[src/hw/rtl/sws_pkg.sv]
`timescale 1ns / 1ps

package sws_pkg;

  // window size register width and its reset value
  localparam int unsigned WsBits = 9;
  localparam logic [WsBits-1:0] WsReset = 9'd256;

  // register indexes
  localparam int unsigned RegWindowSize = 0;

  // input op codes
  localparam logic OpPush  = 1'b0;
  localparam logic OpClear = 1'b1;

  typedef enum logic [3:0] {
    StIdle,
    StRdOld,
    StSqOld,
    StAccum,
    StPrep,
    StVSub,
    StDivMean,
    StDivVar,
    StRoot,
    StScan,
    StFin
  } state_e;

  typedef struct packed {
    logic accept;
    logic rd_old;
    logic sq_old;
    logic accum;
    logic prep;
    logic vsub;
    logic div_mean_start;
    logic div_var_start;
    logic sqrt_start;
    logic scan_start;
    logic load_res;
  } cmd_t;

  typedef struct packed {
    logic div_busy;
    logic sqrt_busy;
    logic scan_busy;
  } status_t;

endpackage

[src/hw/rtl/sws_ctrl.sv]
`timescale 1ns / 1ps

module sws_ctrl (
  input  logic              clk_i,
  input  logic              rst_ni,
  input  logic              in_valid_i,
  input  logic              op_i,
  input  logic              cap_zero_i,
  input  logic              out_stall_i,
  input  sws_pkg::status_t  status_i,
  output sws_pkg::cmd_t     cmd_o,
  output logic              in_stall_o,
  output logic              out_valid_o
);

  sws_pkg::state_e state_q, state_d;
  logic            ov_q, ov_d;
  logic            accept;

  assign in_stall_o  = (state_q != sws_pkg::StIdle);
  assign accept      = in_valid_i && (state_q == sws_pkg::StIdle);
  assign out_valid_o = ov_q;

  always_comb begin
    state_d = state_q;
    unique case (state_q)
      sws_pkg::StIdle: begin
        if (accept) begin
          if (op_i == sws_pkg::OpClear || cap_zero_i) state_d = sws_pkg::StFin;
          else state_d = sws_pkg::StRdOld;
        end
      end
      sws_pkg::StRdOld:   state_d = sws_pkg::StSqOld;
      sws_pkg::StSqOld:   state_d = sws_pkg::StAccum;
      sws_pkg::StAccum:   state_d = sws_pkg::StPrep;
      sws_pkg::StPrep:    state_d = sws_pkg::StVSub;
      sws_pkg::StVSub:    state_d = sws_pkg::StDivMean;
      sws_pkg::StDivMean: if (!status_i.div_busy) state_d = sws_pkg::StDivVar;
      sws_pkg::StDivVar:  if (!status_i.div_busy) state_d = sws_pkg::StRoot;
      sws_pkg::StRoot:    if (!status_i.sqrt_busy) state_d = sws_pkg::StScan;
      sws_pkg::StScan:    if (!status_i.scan_busy) state_d = sws_pkg::StFin;
      sws_pkg::StFin:     if (!ov_q || !out_stall_i) state_d = sws_pkg::StIdle;
      default:            state_d = sws_pkg::StIdle;
    endcase
  end

  always_comb begin
    cmd_o = '0;
    unique case (state_q)
      sws_pkg::StIdle:    cmd_o.accept = accept;
      sws_pkg::StRdOld:   cmd_o.rd_old = 1'b1;
      sws_pkg::StSqOld:   cmd_o.sq_old = 1'b1;
      sws_pkg::StAccum:   cmd_o.accum = 1'b1;
      sws_pkg::StPrep:    cmd_o.prep = 1'b1;
      sws_pkg::StVSub: begin
        cmd_o.vsub           = 1'b1;
        cmd_o.div_mean_start = 1'b1;
      end
      sws_pkg::StDivMean: cmd_o.div_var_start = !status_i.div_busy;
      sws_pkg::StDivVar:  cmd_o.sqrt_start = !status_i.div_busy;
      sws_pkg::StRoot:    cmd_o.scan_start = !status_i.sqrt_busy;
      sws_pkg::StScan:    cmd_o = '0;
      sws_pkg::StFin:     cmd_o.load_res = !ov_q || !out_stall_i;
      default:            cmd_o = '0;
    endcase
  end

  always_comb begin
    ov_d = ov_q;
    if (ov_q && !out_stall_i) ov_d = 1'b0;
    if (cmd_o.load_res) ov_d = 1'b1;
  end

  always_ff @(posedge clk_i or negedge rst_ni) begin
    if (!rst_ni) begin
      state_q <= sws_pkg::StIdle;
      ov_q    <= 1'b0;
    end else begin
      state_q <= state_d;
      ov_q    <= ov_d;
    end
  end

endmodule

[config.mk]
export PLATFORM = sky130hd
export DESIGN_NAME = sws_ctrl
export DESIGN_NICKNAME = d
export VERILOG_FILES = /design/src/hw/rtl/sws_pkg.sv /design/src/hw/rtl/sws_ctrl.sv
export SDC_FILE = /design/constraint.sdc
export NUM_CORES = 1
export LEC_CHECK = 0
export ABC_AREA = 1
export BUFFER_PORTS_ARGS = -buffer_cell sky130_fd_sc_hd__buf_2
export CAP_MARGIN = 20
export CORE_UTILIZATION = 25
export CTS_CLUSTER_DIAMETER = 200
export DETAILED_ROUTE_END_ITERATION = 6
export PLACE_DENSITY = 0.56
export SYNTH_ARGS = -nofsm -noshare
export SYNTH_HDL_FRONTEND = slang
export SYNTH_SLANG_ARGS = --single-unit
export TNS_END_PERCENT = 1
[constraint.sdc]
create_clock -name clk_i -period 1.9 [get_ports clk_i]
set_input_delay 0.095 -clock clk_i [delete_from_list [all_inputs] [get_ports clk_i]]
set_output_delay 0.095 -clock clk_i [all_outputs]
set_load 0.005 [all_outputs]
==> results_dict.tcl <==
set metrics [dict create \
    outcome "finished with violations" \
    violations "DRC" \
    synthSimpleGateAreaFrac_pct 46.9 \
    wl_per_cell_um 9.58 \
    hp-class "in2reg" \
    hold_slack_ns 0.0950 \
    syn_area_per_cell_um2 5.99 \
    muxShareOfSynthArea_pct 0 \
    r2r_cells 6 \
    grt_max_degree 8 \
    regArea_um2 125 \
    fillCellCount 185 \
    synth_top_family_by_area "simple AND/OR/NAND/NOR gates" \
    die-area_um2 1940 \
    synthAdderAreaFrac_pct 0 \
    synth-xor-area-share_pct 0 \
    skew_ns 0.000279 \
    critPathLaunchType "flop" \
    drc 3 \
    yosysWarnings 0 \
    slew_headroom_pct 76.0 \
    setup.worst_path.class "reg2out" \
    port_buffers 21 \
    synth_edf_count 0 \
    end_kind "output port" \
    htree_levels 1 \
    ys_types 16 \
    overflow 0 \
    p_leak_uw 0.000394 \
    antenna_cells 0 \
    worstSkewPairLatency_ns 0.23 \
    pin_count 22 \
    crit_path_end "cmd_o[10]" \
    vias 526 \
    place_area_um2 553 \
    async_reset_ff_share_pct 100 \
    ys_ff_latch 5 \
    clk_path_buf_depth 2 \
    grt_antenna_before_repair 0 \
    timing.final.crit_period_ns 1.47 \
    first_pass_iters 6 \
    fin_crit_sh_pct 77.4 \
    core_um2 1580 \
    dpl.hpwl_um 906 \
    cts_buffers 3 \
    drv_cap 0 \
    tightest_slew_ns 0.359 \
    power_density_nw_per_um2 1470 \
    timing.final.hold_violations 0 \
    cts-resized-gates 0 \
    synth_fp_nets 83 \
    start_util_pct 28.1 \
    antenna_left 0 \
    p_total_uw 864 \
    fin_cells 114 \
    syn_area_um2 443 \
    worstReg2RegStart "state_q[2]" \
    cts.clk_slew.worst_paths_ns 0.04 \
    cp-startpoint "state_q[2]" \
    finalSetupViolations 0 \
    root_buffer "clkbuf_4" \
    fin_nets 108 \
    r2r-end "state_q[1]" \
    rsz0062_at_grt "false" \
    synth_flop_cell "dfrtp_1" \
    core.rowCount 14 \
    vias_per_cell 4.61 \
    tritoncts "done" \
    drt-initial-drc-count 14 \
    area_growth_pct 33.1 \
    die_y_um 44.1 \
    grt.total_usage_pct 12.4 \
    crit_arrival_ns 1.37 \
    die_x_um 44.1 \
    cp.required_ns 1.80 \
    placed_cells 109 \
    gp_congestion 0.848 \
    grt_pass1_vias 438 \
    ir_worst_vdd_mv 0.565 \
    final_max_slew_viol_count 0 \
    synth-compound-area-share_pct 9.60 \
    multi_input_area_um2 250 \
    synth_seq_area_share_pct 28.2 \
    drt_wl_total_mm 1.09 \
    reg2reg_slack_ns 0.61 \
    cts.sinks 5 \
    fin_area_um2 589 \
    worstPathMaxFanout 6 \
    finalSetupTns_ns 0 \
    drive_above_1_share_pct 31.6 \
    synth_cells 74 \
    grt_pass1_wl_mm 1.73 \
    max_freq_mhz 680 \
]
-- registers in the layout (all words and copies together), names as in the netlist --
name         flops
state_q          4
out_valid_o      1
-- power breakdown --
group	switching [uW]	total, uW	internal (uW)	leakage, uW
combinational	336	534	198	0.000316
clock	38.5	118	79.1	0.0000150
sequential	54.2	212	157	0.0000636
total	429	864	435	0.000394
-- kinds of logic after synthesis --
family,after synthesis
AO/OA/AOI/OAI,7
AND/OR/NAND/NOR,46
buffers and inverters,16
flip-flops,5
-- metrics by stage --
step / util, % / worst slack, ns
CTS: 37.4 / 0.413
global placement: 35.1 / 0.671
global route: 37.4 / 0.279
detailed placement: 35.1 / 0.619
floorplan: - / 0.766
finish: 37.4 / 0.430
-- routing by layer --
layer,GRT usage [%],vias to the layer above,wire length [um]
met5,0,-,0
met4,9.09,0,0
met3,2.45,0,58
met2,17.6,19,467
met1,16.6,230,566
li1,-,277,-
-- how the worst min path moves through the flow --
| stage | slack, ns | cells past startpoint | from | endpoint |
|---|---|---|---|---|
| 4_1_cts | 0.09 | 3 | out_stall_i | out_valid_o |
| 3_5_place_dp | -0.09 | 1 | rst_ni | state_q[3] |
| 5_1_grt | 0.10 | 3 | out_stall_i | out_valid_o |
| 3_3_place_gp | -0.09 | 1 | rst_ni | state_q[3] |
| 6_report | 0.1 | 3 | out_stall_i | out_valid_o |
| 2_1_floorplan | -0.20 | 0 | rst_ni | out_valid_o |
-- placed cells by master, fill, tap and decap left out --
| master | instances |
|---|---|
| nor2_2 | 3 |
| clkbuf_1 | 1 |
| o21ai_0 | 2 |
| nand3_2 | 1 |
| a21oi_1 | 2 |
| clkbuf_4 | 3 |
| nand3b_1 | 1 |
| o21bai_1 | 3 |
| inv_1 | 12 |
| nand2_2 | 1 |
| nor2_1 | 13 |
| dlygate4sd3_1 | 1 |
| nand4_1 | 2 |
| nor4_1 | 1 |
| nand2_1 | 18 |
| dfrtp_1 | 5 |
| buf_2 | 21 |
| nand3_1 | 6 |
| inv_2 | 2 |
-- area by class of cell --
class                   count  area share, %
multi-input cells          53           42.5
flip-flops and latches      5           21.2
well taps                  16           3.40
repair buffers             22           19.5
inverters                  14           8.92
clock buffers               4           4.46
-- worst max-delay path: stages, from the launching register on --
cell     delay [ns]
dfrtp_1        0.41
nor2_1         0.31
inv_1          0.10
nor2_1         0.09
inv_1          0.05
nor2_1         0.07
buf_2          0.11
-- cell usage after synthesis (2+ instances only) --
cell | instances | area share (%)
nand2_1 | 18 | 15
o21bai_1 | 3 | 5.1
dfrtp_1 | 5 | 28
inv_1 | 12 | 10
buf_4 | 2 | 3.4
nand4_1 | 2 | 2.8
o21ai_0 | 2 | 2.3
a21oi_1 | 2 | 2.3
inv_2 | 2 | 1.7
nand3_1 | 6 | 6.8
nor2_1 | 13 | 11
nor2_2 | 3 | 4.2
-- timing repair --
action | CTS | global route
hold buffers | 1 | 0
setup buffers | 0 | 0
hold endpoints to repair | 5 | 0
(Power assumes the default switching activity.)
